File: src/sv/pfe_pkg.sv
// ----------------------------------------------------------------------------
// pfe_pkg
// Shared types, codes and helpers of the postfix expression evaluator.
// ----------------------------------------------------------------------------
package pfe_pkg;

    localparam int DEF_STACK_DEPTH = 16;

    localparam logic [7:0] CH_0   = 8'h30;
    localparam logic [7:0] CH_9   = 8'h39;
    localparam logic [7:0] CH_ADD = 8'h2B;
    localparam logic [7:0] CH_SUB = 8'h2D;
    localparam logic [7:0] CH_MUL = 8'h2A;
    localparam logic [7:0] CH_DIV = 8'h2F;

    localparam logic [2:0] ST_OK      = 3'd0;
    localparam logic [2:0] ST_UNDER   = 3'd1;
    localparam logic [2:0] ST_OVER    = 3'd2;
    localparam logic [2:0] ST_DIVZERO = 3'd3;
    localparam logic [2:0] ST_BADCHAR = 3'd4;

    typedef enum logic [2:0] {
        OP_PUSH,
        OP_ADD,
        OP_SUB,
        OP_MUL,
        OP_DIV,
        OP_BAD
    } t_op;

    typedef struct packed {
        t_op        op;
        logic [3:0] digit;
        logic       last;
    } t_item;

    typedef enum logic [2:0] {
        S_IDLE,
        S_READ,
        S_MUL,
        S_DIV,
        S_EMIT
    } t_state;

    function automatic logic [31:0] sat32(input logic signed [48:0] v);
        if (v > 49'sd2147483647) begin
            return 32'h7FFF_FFFF;
        end else if (v < -49'sd2147483648) begin
            return 32'h8000_0000;
        end else begin
            return v[31:0];
        end
    endfunction

endpackage

File: src/sv/postfix_expression_evaluator.sv
// ----------------------------------------------------------------------------
// postfix_expression_evaluator
// Evaluates a postfix expression in signed Q16.16, one character per request.
//
//   channel  dir  tdata            tuser        tlast
//   s_axis   in   [7:0] expr_char  -            last_char
//   m_axis   out  [31:0] value     [2:0] status -
//
// Push, bad or ignored character: S_IDLE only. + and -: S_IDLE, S_READ.
// *: S_IDLE, S_READ, S_MUL. /: S_IDLE, S_READ, S_DIV (48-step serial divider).
// A last character adds S_EMIT to load the output register.
// A two-entry queue decouples input from execution; the output register
// holds a result until taken and the back end waits on it only to emit.
// Synchronous active-low reset; the stack RAM needs no clearing.
// ----------------------------------------------------------------------------
module postfix_expression_evaluator #(
    parameter int STACK_DEPTH = pfe_pkg::DEF_STACK_DEPTH
) (
    input  logic        i_clk,
    input  logic        i_rst_n,
    input  logic        s_axis_tvalid,
    output logic        s_axis_tready,
    input  logic [7:0]  s_axis_tdata,   // [7:0] expr_char
    input  logic        s_axis_tlast,
    output logic        m_axis_tvalid,
    input  logic        m_axis_tready,
    output logic [31:0] m_axis_tdata,   // [31:0] value
    output logic [2:0]  m_axis_tuser    // [2:0] status
);
    import pfe_pkg::*;

    logic  push;
    logic  full;
    logic  q_valid;
    logic  pop;
    t_item f_item;
    t_item q_item;

    pfe_front u_front (
        .i_valid(s_axis_tvalid),
        .o_ready(s_axis_tready),
        .i_char (s_axis_tdata),
        .i_last (s_axis_tlast),
        .o_push (push),
        .o_item (f_item),
        .i_full (full)
    );

    pfe_fifo u_fifo (
        .i_clk  (i_clk),
        .i_rst_n(i_rst_n),
        .i_push (push),
        .i_item (f_item),
        .o_full (full),
        .i_pop  (pop),
        .o_valid(q_valid),
        .o_item (q_item)
    );

    pfe_back #(
        .STACK_DEPTH(STACK_DEPTH)
    ) u_back (
        .i_clk     (i_clk),
        .i_rst_n   (i_rst_n),
        .i_valid   (q_valid),
        .i_item    (q_item),
        .o_pop     (pop),
        .o_m_valid (m_axis_tvalid),
        .i_m_ready (m_axis_tready),
        .o_m_value (m_axis_tdata),
        .o_m_status(m_axis_tuser)
    );

endmodule

File: src/sv/pfe_ram.sv
// ----------------------------------------------------------------------------
// pfe_ram
// Generic single-write, single-read RAM with registered read data.
// ----------------------------------------------------------------------------
module pfe_ram #(
    parameter int WIDTH = 32,
    parameter int DEPTH = 16
) (
    input  logic                     i_clk,
    input  logic                     i_we,
    input  logic [$clog2(DEPTH)-1:0] i_waddr,
    input  logic [WIDTH-1:0]         i_wdata,
    input  logic [$clog2(DEPTH)-1:0] i_raddr,
    output logic [WIDTH-1:0]         o_rdata
);

    logic [WIDTH-1:0] r_mem [DEPTH];
    logic [WIDTH-1:0] r_rdata;

    always_ff @(posedge i_clk) begin
        if (i_we) begin
            r_mem[i_waddr] <= i_wdata;
        end
        r_rdata <= r_mem[i_raddr];
    end

    assign o_rdata = r_rdata;

endmodule

File: src/sv/pfe_front.sv
// ----------------------------------------------------------------------------
// pfe_front
// Accepts expression characters and decodes them into queue items.
// ----------------------------------------------------------------------------
module pfe_front (
    input  logic           i_valid,
    output logic           o_ready,
    input  logic [7:0]     i_char,
    input  logic           i_last,
    output logic           o_push,
    output pfe_pkg::t_item o_item,
    input  logic           i_full
);
    import pfe_pkg::*;

    logic [3:0] digit_off;

    assign o_ready   = !i_full;
    assign o_push    = i_valid && !i_full;
    assign digit_off = 4'(i_char - CH_0);

    always_comb begin
        o_item.digit = digit_off;
        o_item.last  = i_last;
        unique case (i_char) inside
            [CH_0:CH_9]: o_item.op = OP_PUSH;
            CH_ADD:      o_item.op = OP_ADD;
            CH_SUB:      o_item.op = OP_SUB;
            CH_MUL:      o_item.op = OP_MUL;
            CH_DIV:      o_item.op = OP_DIV;
            default:     o_item.op = OP_BAD;
        endcase
    end

endmodule

File: src/sv/pfe_fifo.sv
// ----------------------------------------------------------------------------
// pfe_fifo
// Two-entry queue of decoded items between front and back.
// ----------------------------------------------------------------------------
module pfe_fifo (
    input  logic           i_clk,
    input  logic           i_rst_n,
    input  logic           i_push,
    input  pfe_pkg::t_item i_item,
    output logic           o_full,
    input  logic           i_pop,
    output logic           o_valid,
    output pfe_pkg::t_item o_item
);
    import pfe_pkg::*;

    t_item      r_mem [2];
    logic       r_wp;
    logic       r_rp;
    logic [1:0] r_cnt;
    logic       do_push;
    logic       do_pop;

    assign o_full  = (r_cnt == 2'd2);
    assign o_valid = (r_cnt != 2'd0);
    assign o_item  = r_mem[r_rp];
    assign do_push = i_push && !o_full;
    assign do_pop  = i_pop && o_valid;

    always_ff @(posedge i_clk) begin
        if (do_push) begin
            r_mem[r_wp] <= i_item;
        end
    end

    always_ff @(posedge i_clk) begin
        if (!i_rst_n) begin
            r_wp  <= 1'b0;
            r_rp  <= 1'b0;
            r_cnt <= 2'd0;
        end else begin
            if (do_push) begin
                r_wp <= !r_wp;
            end
            if (do_pop) begin
                r_rp <= !r_rp;
            end
            r_cnt <= r_cnt + 2'(do_push) - 2'(do_pop);
        end
    end

endmodule

File: src/sv/pfe_div.sv
// ----------------------------------------------------------------------------
// pfe_div
// Bit-serial restoring divider for Q16.16 division, saturated result.
// ----------------------------------------------------------------------------
module pfe_div (
    input  logic        i_clk,
    input  logic        i_rst_n,
    input  logic        i_start,
    input  logic [31:0] i_dividend,
    input  logic [31:0] i_divisor,
    input  logic        i_neg,
    output logic        o_done,
    output logic [31:0] o_result
);
    import pfe_pkg::*;

    localparam int QW   = 48;
    localparam int CNTW = $clog2(QW + 1);

    logic [QW-1:0]        r_q;
    logic [31:0]          r_rem;
    logic [31:0]          r_div;
    logic                 r_neg;
    logic [CNTW-1:0]      r_cnt;
    logic                 r_busy;
    logic                 r_done;
    logic [32:0]          trial;
    logic                 take;
    logic signed [QW:0]   q_ext;
    logic signed [QW:0]   q_signed;

    assign trial    = {r_rem, r_q[QW-1]};
    assign take     = (trial >= {1'b0, r_div});
    assign q_ext    = {1'b0, r_q};
    assign q_signed = r_neg ? -q_ext : q_ext;
    assign o_result = sat32(q_signed);
    assign o_done   = r_done;

    always_ff @(posedge i_clk) begin
        if (i_start) begin
            r_q   <= {i_dividend, 16'd0};
            r_rem <= 32'd0;
            r_div <= i_divisor;
            r_neg <= i_neg;
        end else if (r_busy) begin
            r_q   <= {r_q[QW-2:0], take};
            r_rem <= take ? 32'(trial - {1'b0, r_div}) : trial[31:0];
        end
    end

    always_ff @(posedge i_clk) begin
        if (!i_rst_n) begin
            r_busy <= 1'b0;
            r_cnt  <= '0;
            r_done <= 1'b0;
        end else begin
            r_done <= 1'b0;
            if (i_start) begin
                r_busy <= 1'b1;
                r_cnt  <= CNTW'(QW - 1);
            end else if (r_busy) begin
                r_cnt <= r_cnt - CNTW'(1);
                if (r_cnt == '0) begin
                    r_busy <= 1'b0;
                    r_done <= 1'b1;
                end
            end
        end
    end

endmodule

File: src/sv/pfe_back.sv
// ----------------------------------------------------------------------------
// pfe_back
// Executes queued items on the operand stack and produces the result.
// Top of stack lives in a register, the entries below it in a RAM.
// ----------------------------------------------------------------------------
module pfe_back #(
    parameter int STACK_DEPTH = pfe_pkg::DEF_STACK_DEPTH
) (
    input  logic           i_clk,
    input  logic           i_rst_n,
    input  logic           i_valid,
    input  pfe_pkg::t_item i_item,
    output logic           o_pop,
    output logic           o_m_valid,
    input  logic           i_m_ready,
    output logic [31:0]    o_m_value,
    output logic [2:0]     o_m_status
);
    import pfe_pkg::*;

    localparam int CW = $clog2(STACK_DEPTH + 1);
    localparam int AW = $clog2(STACK_DEPTH);

    t_state             r_state, n_state;
    logic [CW-1:0]      r_count, n_count;
    logic [2:0]         r_err, n_err;
    logic [31:0]        r_tos, n_tos;
    t_op                r_op, n_op;
    logic               r_last, n_last;
    logic signed [63:0] r_prod, n_prod;
    logic               r_out_valid, n_out_valid;
    logic [31:0]        r_out_value, n_out_value;
    logic [2:0]         r_out_status, n_out_status;

    logic               ram_we;
    logic [31:0]        ram_rdata;
    logic [CW-1:0]      cnt_m1;
    logic [AW-1:0]      cnt_m2;
    logic               out_free;
    t_state             done_state;
    logic signed [31:0] sa;
    logic signed [31:0] sb;
    logic signed [32:0] sum;
    logic signed [32:0] dif;
    logic signed [47:0] mq;
    logic [31:0]        a_mag;
    logic [31:0]        b_mag;
    logic               div_start;
    logic               div_done;
    logic [31:0]        div_result;

    assign cnt_m1     = r_count - CW'(1);
    assign cnt_m2     = AW'(r_count - CW'(2));
    assign out_free   = !r_out_valid || i_m_ready;
    assign done_state = r_last ? S_EMIT : S_IDLE;
    assign sa         = ram_rdata;
    assign sb         = r_tos;
    assign sum        = {sa[31], sa} + {sb[31], sb};
    assign dif        = {sa[31], sa} - {sb[31], sb};
    assign mq         = r_prod[63:16] + {47'd0, (r_prod[63] && (r_prod[15:0] != 16'd0))};
    assign a_mag      = sa[31] ? -ram_rdata : ram_rdata;
    assign b_mag      = sb[31] ? -r_tos : r_tos;

    pfe_ram #(
        .WIDTH(32),
        .DEPTH(STACK_DEPTH)
    ) u_ram (
        .i_clk  (i_clk),
        .i_we   (ram_we),
        .i_waddr(cnt_m1[AW-1:0]),
        .i_wdata(r_tos),
        .i_raddr(cnt_m2),
        .o_rdata(ram_rdata)
    );

    pfe_div u_div (
        .i_clk     (i_clk),
        .i_rst_n   (i_rst_n),
        .i_start   (div_start),
        .i_dividend(a_mag),
        .i_divisor (b_mag),
        .i_neg     (sa[31] ^ sb[31]),
        .o_done    (div_done),
        .o_result  (div_result)
    );

    always_comb begin
        n_state      = r_state;
        n_count      = r_count;
        n_err        = r_err;
        n_tos        = r_tos;
        n_op         = r_op;
        n_last       = r_last;
        n_prod       = r_prod;
        n_out_valid  = r_out_valid && !i_m_ready;
        n_out_value  = r_out_value;
        n_out_status = r_out_status;
        o_pop        = 1'b0;
        ram_we       = 1'b0;
        div_start    = 1'b0;

        unique case (r_state)
            S_IDLE: begin
                if (i_valid) begin
                    o_pop   = 1'b1;
                    n_op    = i_item.op;
                    n_last  = i_item.last;
                    n_state = i_item.last ? S_EMIT : S_IDLE;
                    if (r_err == ST_OK) begin
                        unique case (i_item.op)
                            OP_PUSH: begin
                                if (r_count == CW'(STACK_DEPTH)) begin
                                    n_err = ST_OVER;
                                end else begin
                                    ram_we  = (r_count != '0);
                                    n_tos   = {12'd0, i_item.digit, 16'd0};
                                    n_count = r_count + CW'(1);
                                end
                            end
                            OP_ADD, OP_SUB, OP_MUL, OP_DIV: begin
                                if (r_count < CW'(2)) begin
                                    n_err = ST_UNDER;
                                end else if (i_item.op == OP_DIV && r_tos == '0) begin
                                    n_err = ST_DIVZERO;
                                end else begin
                                    n_state = S_READ;
                                end
                            end
                            default: n_err = ST_BADCHAR;
                        endcase
                    end
                end
            end
            S_READ: begin
                case (r_op)
                    OP_ADD: begin
                        n_tos   = sat32(49'(sum));
                        n_count = cnt_m1;
                        n_state = done_state;
                    end
                    OP_SUB: begin
                        n_tos   = sat32(49'(dif));
                        n_count = cnt_m1;
                        n_state = done_state;
                    end
                    OP_MUL: begin
                        n_prod  = sa * sb;
                        n_state = S_MUL;
                    end
                    default: begin
                        div_start = 1'b1;
                        n_state   = S_DIV;
                    end
                endcase
            end
            S_MUL: begin
                n_tos   = sat32(49'(mq));
                n_count = cnt_m1;
                n_state = done_state;
            end
            S_DIV: begin
                if (div_done) begin
                    n_tos   = div_result;
                    n_count = cnt_m1;
                    n_state = done_state;
                end
            end
            S_EMIT: begin
                if (out_free) begin
                    n_out_valid = 1'b1;
                    if (r_err != ST_OK) begin
                        n_out_status = r_err;
                        n_out_value  = '0;
                    end else if (r_count == '0) begin
                        n_out_status = ST_UNDER;
                        n_out_value  = '0;
                    end else begin
                        n_out_status = ST_OK;
                        n_out_value  = r_tos;
                    end
                    n_count = '0;
                    n_err   = ST_OK;
                    n_state = S_IDLE;
                end
            end
            default: n_state = S_IDLE;
        endcase
    end

    always_ff @(posedge i_clk) begin
        if (!i_rst_n) begin
            r_state     <= S_IDLE;
            r_count     <= '0;
            r_err       <= ST_OK;
            r_out_valid <= 1'b0;
        end else begin
            r_state     <= n_state;
            r_count     <= n_count;
            r_err       <= n_err;
            r_out_valid <= n_out_valid;
        end
    end

    always_ff @(posedge i_clk) begin
        r_tos        <= n_tos;
        r_op         <= n_op;
        r_last       <= n_last;
        r_prod       <= n_prod;
        r_out_value  <= n_out_value;
        r_out_status <= n_out_status;
    end

    assign o_m_valid  = r_out_valid;
    assign o_m_value  = r_out_value;
    assign o_m_status = r_out_status;

`ifndef SYNTHESIS
    a_count_range: assert property (@(posedge i_clk) disable iff (!i_rst_n)
        r_count <= CW'(STACK_DEPTH))
        else $error("stack count beyond depth");

    a_emit_clears: assert property (@(posedge i_clk) disable iff (!i_rst_n)
        (r_state == S_EMIT && out_free) |=> (r_count == '0 && r_err == ST_OK && r_out_valid))
        else $error("emit did not clear stack and error");

    a_err_value_zero: assert property (@(posedge i_clk) disable iff (!i_rst_n)
        (r_out_valid && r_out_status != ST_OK) |-> (r_out_value == '0))
        else $error("nonzero value with error status");

    a_op_needs_two: assert property (@(posedge i_clk) disable iff (!i_rst_n)
        (r_state == S_READ) |-> (r_count >= CW'(2) && r_err == ST_OK))
        else $error("operator executed without two operands");
`endif

endmodule
File: config.mk
export PLATFORM = sky130hd
export DESIGN_NAME = postfix_expression_evaluator
export DESIGN_NICKNAME = d
export VERILOG_FILES = /design/src/sv/pfe_pkg.sv /design/src/sv/postfix_expression_evaluator.sv /design/src/sv/pfe_ram.sv /design/src/sv/pfe_front.sv /design/src/sv/pfe_fifo.sv /design/src/sv/pfe_div.sv /design/src/sv/pfe_back.sv
export SDC_FILE = /design/constraint.sdc
export NUM_CORES = 2
export LEC_CHECK = 0
export CAP_MARGIN = 10
export CORE_AREA = 4 4 378 380
export DETAILED_ROUTE_END_ITERATION = 7
export DIE_AREA = 0 0 382 384
export DONT_BUFFER_PORTS = 1
export PLACE_DENSITY = 0.7
export SYNTH_ARGS = -nofsm -noshare
export SYNTH_HDL_FRONTEND = slang
export SYNTH_HIERARCHICAL = 1
export SYNTH_SLANG_ARGS = --single-unit
File: constraint.sdc
create_clock -name i_clk -period 16.7 [get_ports i_clk]
set_input_delay 0.835 -clock i_clk [delete_from_list [all_inputs] [get_ports i_clk]]
set_output_delay 0.835 -clock i_clk [all_outputs]
set_load 0.02 [all_outputs]
# Word level (Yosys, flattened, before mapping)
# Memories as Yosys holds them, arrays and structs flattened. A register that Yosys moved wholly into a read port is not among the register bits.
# Index checks and enable logic that the tools add are counted.
# classes
addsub,14
mul,1
order_cmp,12
eq_ne,27
n_mux,73
bitwise,3
reduce_logical,40
# op_table
operator,count
$mux W32,15
$pmux W32 S4,1
$mux W48,2
$gt A33 B32 Y1 const B,2
$lt A33 B32 Y1 const B,2
$mul A32 B32 Y64,1
$neg A32 Y32,2
$pmux W32 S2,1
$gt A49 B32 Y1 const B,1
$lt A49 B32 Y1 const B,1
$mux W49,1
$neg A48 Y49,1
$add A48 B1 Y48,1
$gt A48 B32 Y1 const B,1
$lt A48 B32 Y1 const B,1
$mux W3,15
$mux W5,7
$add A32 B32 Y33,1
$ge A33 B32 Y1,1
$sub A32 B32 Y33,1
$eq A8 B6 Y1 const B,4
$logic_not A32 Y1,1
$sub A32 B32 Y32,1
$mux W31,1
other kinds (45),105
# totals
reg_bits,272
ram_bits,528
input_bits,13
output_inout_bits,37
word_cells,195
mem_count,2
# memory_table
memory,depth,width,rd,rd_clocked_by_memory_dff,wr,line,text
u_back.u_ram.r_mem,16,32,1,1,1,pfe_ram.sv:17,logic [WIDTH-1:0] r_mem [DEPTH];
u_fifo.r_mem,2,8,1,1,1,pfe_fifo.sv:17,t_item r_mem [2];

# Longest topological paths before layout
# depth
ltp_word,8
mapped_depth,31
depth_no_buf,29

# Modules after synthesis
# Netlist, hierarchy kept.
# modules_own_cells
mod,n_inst,cells_per_inst,area_each_um2
pfe_back,1,5450,48768.0
pfe_ram,1,838,19835.3
pfe_div,1,923,8250.4
pfe_fifo,1,51,810.8
pfe_front,1,22,141.4

# Worst setup path after synthesis
# No wires, ideal clock.
# synth_timing
kind,register -> register
start,register u_back.r_tos[2]
end,register u_back.r_prod[55] (data pin)
setup_time_ns,0.162
t_arrival_ns,8.257
required_ns,16.538
slack_ns,8.281
stages_incl_launch_ff,29
n_path_buf,1
path_cell_list,edfxtp_1 -> clkbuf_1 -> nand2_1 -> inv_1 -> fa_1 -> inv_1 -> fa_1 -> inv_1 -> fa_1 -> inv_1 -> fa_1 -> inv_1 -> fa_1 -> inv_1 -> fa_1 -> fa_1 -> fa_1 -> inv_1 -> ha_1 -> a21o_1 -> a21o_1 -> a21o_1 -> a21oi_1 -> o21ai_0 -> or4_1 -> o211ai_1 -> o21ai_0 -> a2111o_1 -> o2111ai_1
# synth_between
elab_chain_len,1
# synth_rtl
item,line,text
start: declaration,pfe_back.sv:27,"logic [31:0] r_tos, n_tos;"
start signal: assignment,pfe_back.sv:205,r_tos <= n_tos;
$mul A32 B32 Y64,pfe_back.sv:147,n_prod = sa * sb;
end signal: assignment,pfe_back.sv:208,r_prod <= n_prod;
end: declaration,pfe_back.sv:30,"logic signed [63:0] r_prod, n_prod;"
# No other way between the ends.
# A chain may end at the register's enable or synchronous reset.

# Final worst setup path
# layout_timing
start,"register u_back.u_ram.r_rdata[31] (netlist: u_back/u_ram/o_rdata[31]), read port of u_back.u_ram.r_mem"
end,register u_back.r_prod[62] (data pin)
# layout_between
elab_chain_len,1
# layout_rtl
item,line,text
start: declaration,pfe_ram.sv:18,logic [WIDTH-1:0] r_rdata;
$mul A32 B32 Y64,pfe_back.sv:147,
# No other way between the ends.

==> metrics.csv <==
stage,metric,value,unit
run_status,status,completed,
clock_network,cts_sinks,833,
grt,antenna_found_initial,11,
route,routed_via_density,6.06,
yosys,synth_fp_nets,8678,
clock_network,insertion_delay,0.73,ns
route,drtIter0Drc,5525,
grt,first_global_vias,56600,
timing,final.setup.tns,0,ns
clock_network,post_cts_buffers,0,
route,drc,0,
cells_and_area,fill_cells,11500,
die,core-area,139000,sq um
timing,fmax,98.1,MHz
cells_and_area,num-nets-final,8511,
grt,grt_max_degree,71,
timing,period_minus_slack,10.19,ns
clock_network,clkTransAtPathRegs,0.06,ns
die,rows,137,
place,placement.io_buffers,0,
yosys,synthArstFlopShare,0,%
cells_and_area,multiInputGateArea,47500,sq um
route,wirelength,236,mm
clock_network,numCtsBuffers,87,
yosys,syn_area,77800,sq um
yosys,synth_edf_count,728,
grt,grt_use_total,33.0,%
die,initial_core_util,55.9,%
critical_path,worstSetupPathType,reg2reg,
die,io_pins,50,
grt,grt.overflow.total,0,
clock_network,cts-resized-gates,0,
timing,skew,0.0563,ns
clock_network,htree_levels,3,
run,cap_viol_max_count,0,
timing,hold_viol,0,
yosys,avgSynthCellArea,10.7,sq um
place,place_congestion,0.990,
route,wl_per_cell,26.0,um
yosys,synthCells,7284,
place,dp_hpwl,170,mm
yosys,yosysWarnings,6,
timing,rsz0062_at_grt,no,
die,die_x,382,um
cells_and_area,syn2layout_area_growth,6.34,%
grt,grt_pass1_wl,361,mm
yosys,synthFlopType,edfxtp_1,
yosys,ys_seq_area_share,30.8,%
timing,maxSlewViolCount,0,
timing,worstMarginPinSlew,1.17,ns
die,dieArea,147000,sq um
cells_and_area,layout-drive-gt1-share,7.30,%
timing,min_period_over_period,61.0,%
clock_network,ctsHoldBuffers,0,
timing,slew_headroom,21.7,%
route,drtAntennaViolNets,0,
hold_path,min_path_type,in2reg,
die,die_h,384,um
route,dr.pass1.iters,6,
route,vias,54900,
critical_path,cp.arrival,10.63,ns
critical_path,cp.required,17.13,ns
critical_path,crit_fanout,42,
clock_network,cts_tree,yes,
critical_path,critPathLaunchType,flip-flop,
yosys,ys_ff_latch,833,
clock_network,cts-root-buf,clkbuf_16,
critical_path,end_kind,flip-flop,
yosys,yosysUniqueCellTypes,98,
cells_and_area,seq_area,24000,sq um
clock_network,cts_buffer_depth,3,
timing,setup_viol,0,
[final cells by class]
class	count	area share, %
Clock buffer	115	2.87
Clock inverter	47	0.674
Timing Repair Buffer	139	1.26
Multi-Input combinational cell	4745	57.4
Inverter	1311	5.95
Sequential cell	833	29.0
Antenna cell	5	0.0151
Tap cell	1876	2.84
[placed cells by master, fill, tap and decap left out, types with 138 or more instances in the layout]
| master | Yosys | routed |
|---|---|---|
| and2_1 | 455 | 455 |
| nor2_1 | 343 | 328 |
| ha_1 | 296 | 296 |
| o21ai_0 | 140 | 140 |
| xnor2_1 | 180 | 180 |
| fa_1 | 1085 | 1085 |
| nand2_1 | 706 | 706 |
| inv_1 | 1307 | 1305 |
| a21oi_1 | 213 | 211 |
| buf_4 | 17 | 138 |
| edfxtp_1 | 728 | 728 |
[cell usage after synthesis, types with 19 or more instances]
| cell type | n | area, sq um |
|---|---|---|
| nor2b_1 | 33 | 206 |
| mux4_2 | 128 | 2880 |
| a21o_1 | 63 | 473 |
| dfxtp_1 | 105 | 2100 |
| a21oi_1 | 213 | 1070 |
| o21ai_0 | 140 | 701 |
| nand2_1 | 706 | 2650 |
| ha_1 | 296 | 3700 |
| o211ai_1 | 26 | 195 |
| nand3_1 | 68 | 340 |
| nand2b_1 | 46 | 288 |
| a22oi_1 | 65 | 488 |
| o21bai_1 | 28 | 210 |
| inv_1 | 1307 | 4910 |
| fa_1 | 1085 | 21700 |
| edfxtp_1 | 728 | 21900 |
| nor3_1 | 104 | 521 |
| xnor2_1 | 180 | 1580 |
| or3_1 | 28 | 175 |
| nor4_1 | 35 | 219 |
| mux2i_1 | 29 | 290 |
| nor2_1 | 343 | 1290 |
| xor2_1 | 106 | 928 |
| clkbuf_1 | 344 | 1290 |
| a22o_1 | 30 | 263 |
| o31ai_1 | 53 | 398 |
| o41ai_1 | 19 | 166 |
| nand4_1 | 36 | 225 |
| a31oi_1 | 27 | 169 |
| and2_1 | 455 | 2850 |
| o21a_1 | 26 | 195 |
| buf_1 | 20 | 75.1 |
| o21ai_2 | 30 | 263 |
| a211oi_1 | 68 | 510 |
| and3_1 | 35 | 219 |
[flip-flops by register name, indices dropped and copies added (netlist names), 2 cells and up, named ones only]
signal,flops
u_back/r_tos,32
u_back/u_ram/r_mem,512
u_back/r_err,3
u_back/r_op,3
u_fifo/r_mem,16
u_back/o_m_status,3
u_back/r_prod,64
u_back/o_m_value,32
u_back/u_ram/o_rdata,32
u_back/u_div/r_div,32
u_back/r_count,5
u_back/r_state,3
u_back/u_div/r_cnt,6
u_back/u_div/r_rem,32
u_fifo/r_cnt,2
u_back/u_div/r_q,48
[path summary, 6_finish.rpt]
| kind | startpoint | endpoint | slack (ns) | depth (start not counted) |
|---|---|---|---|---|
| setup reg to reg | u_back/u_ram/o_rdata[31] | u_back/r_prod[62] | 6.51 | 27 |
| hold reg to reg | u_fifo/r_wp | u_fifo/r_wp | 0.49 | 2 |
| setup / recovery | u_back/u_ram/o_rdata[31] | u_back/r_prod[62] | 6.51 | 27 |
| hold / removal | s_axis_tlast | u_fifo/r_mem[0][0] | 0.23 | 0 |
[per-stage QoR]
step | hold WS (ns) | worst slack [ns] | cells | utilization [%] | cell area (sq um)
6_report | 0.230 | 6.51 | 9071 | 59.4 | 82700
2_1_floorplan | 0.450 | 8.28 | 7284 | - | 77800
3_3_place_gp | 0.471 | 6.67 | 8903 | 57.3 | 79800
3_5_place_dp | 0.478 | 6.62 | 8904 | 57.3 | 79800
5_1_grt | 0.198 | 5.89 | 9066 | 59.4 | 82700
4_1_cts | 0.190 | 6.54 | 9066 | 59.4 | 82700
[critical path, stage by stage (launching register included)]
cell and delay [ns]:
dfxtp_2 0.32, buf_4 0.41, clkinv_1 0.94, nor2_1 0.59, fa_1 0.54, inv_1 0.11, fa_1 0.44, inv_1 0.11
fa_1 0.51, fa_1 0.81, inv_1 0.50, fa_1 0.69, inv_1 0.05, fa_1 0.47, fa_1 0.56, inv_1 0.07
fa_1 0.52, inv_1 0.05, ha_1 0.33, a21oi_1 0.31, nor2b_1 0.08, o21ai_0 0.27, nor3b_1 0.24, a31oi_1 0.08
nand3_1 0.17, a21boi_0 0.15, nand3b_1 0.21, a311o_1 0.37
[metal layers]
layer	track usage, %	vias up	share of wire (%)
met3	9.94	534	12
met2	50.2	2822	45
met1	44.6	28200	39
met5	0	-	0.0030
met4	13.4	2	4.8
li1	-	23400	-
[cells by family after synthesis]
| family | count (synthesis) | share of synthesized area (%) |
|---|---|---|
| DFF | 833 | 30.8 |
| AOI/OAI and AO/OA | 922 | 8.06 |
| buffers and inverters | 1706 | 8.37 |
| muxes | 169 | 4.25 |
| and+or+nand+nor | 1986 | 12.6 |
| adders and majority gates | 1382 | 32.7 |
| xor gates and xnor gates | 286 | 3.22 |
Power is not shown: default switching activity piles up to over one toggle a cycle in this logic, so the estimate is an artifact.
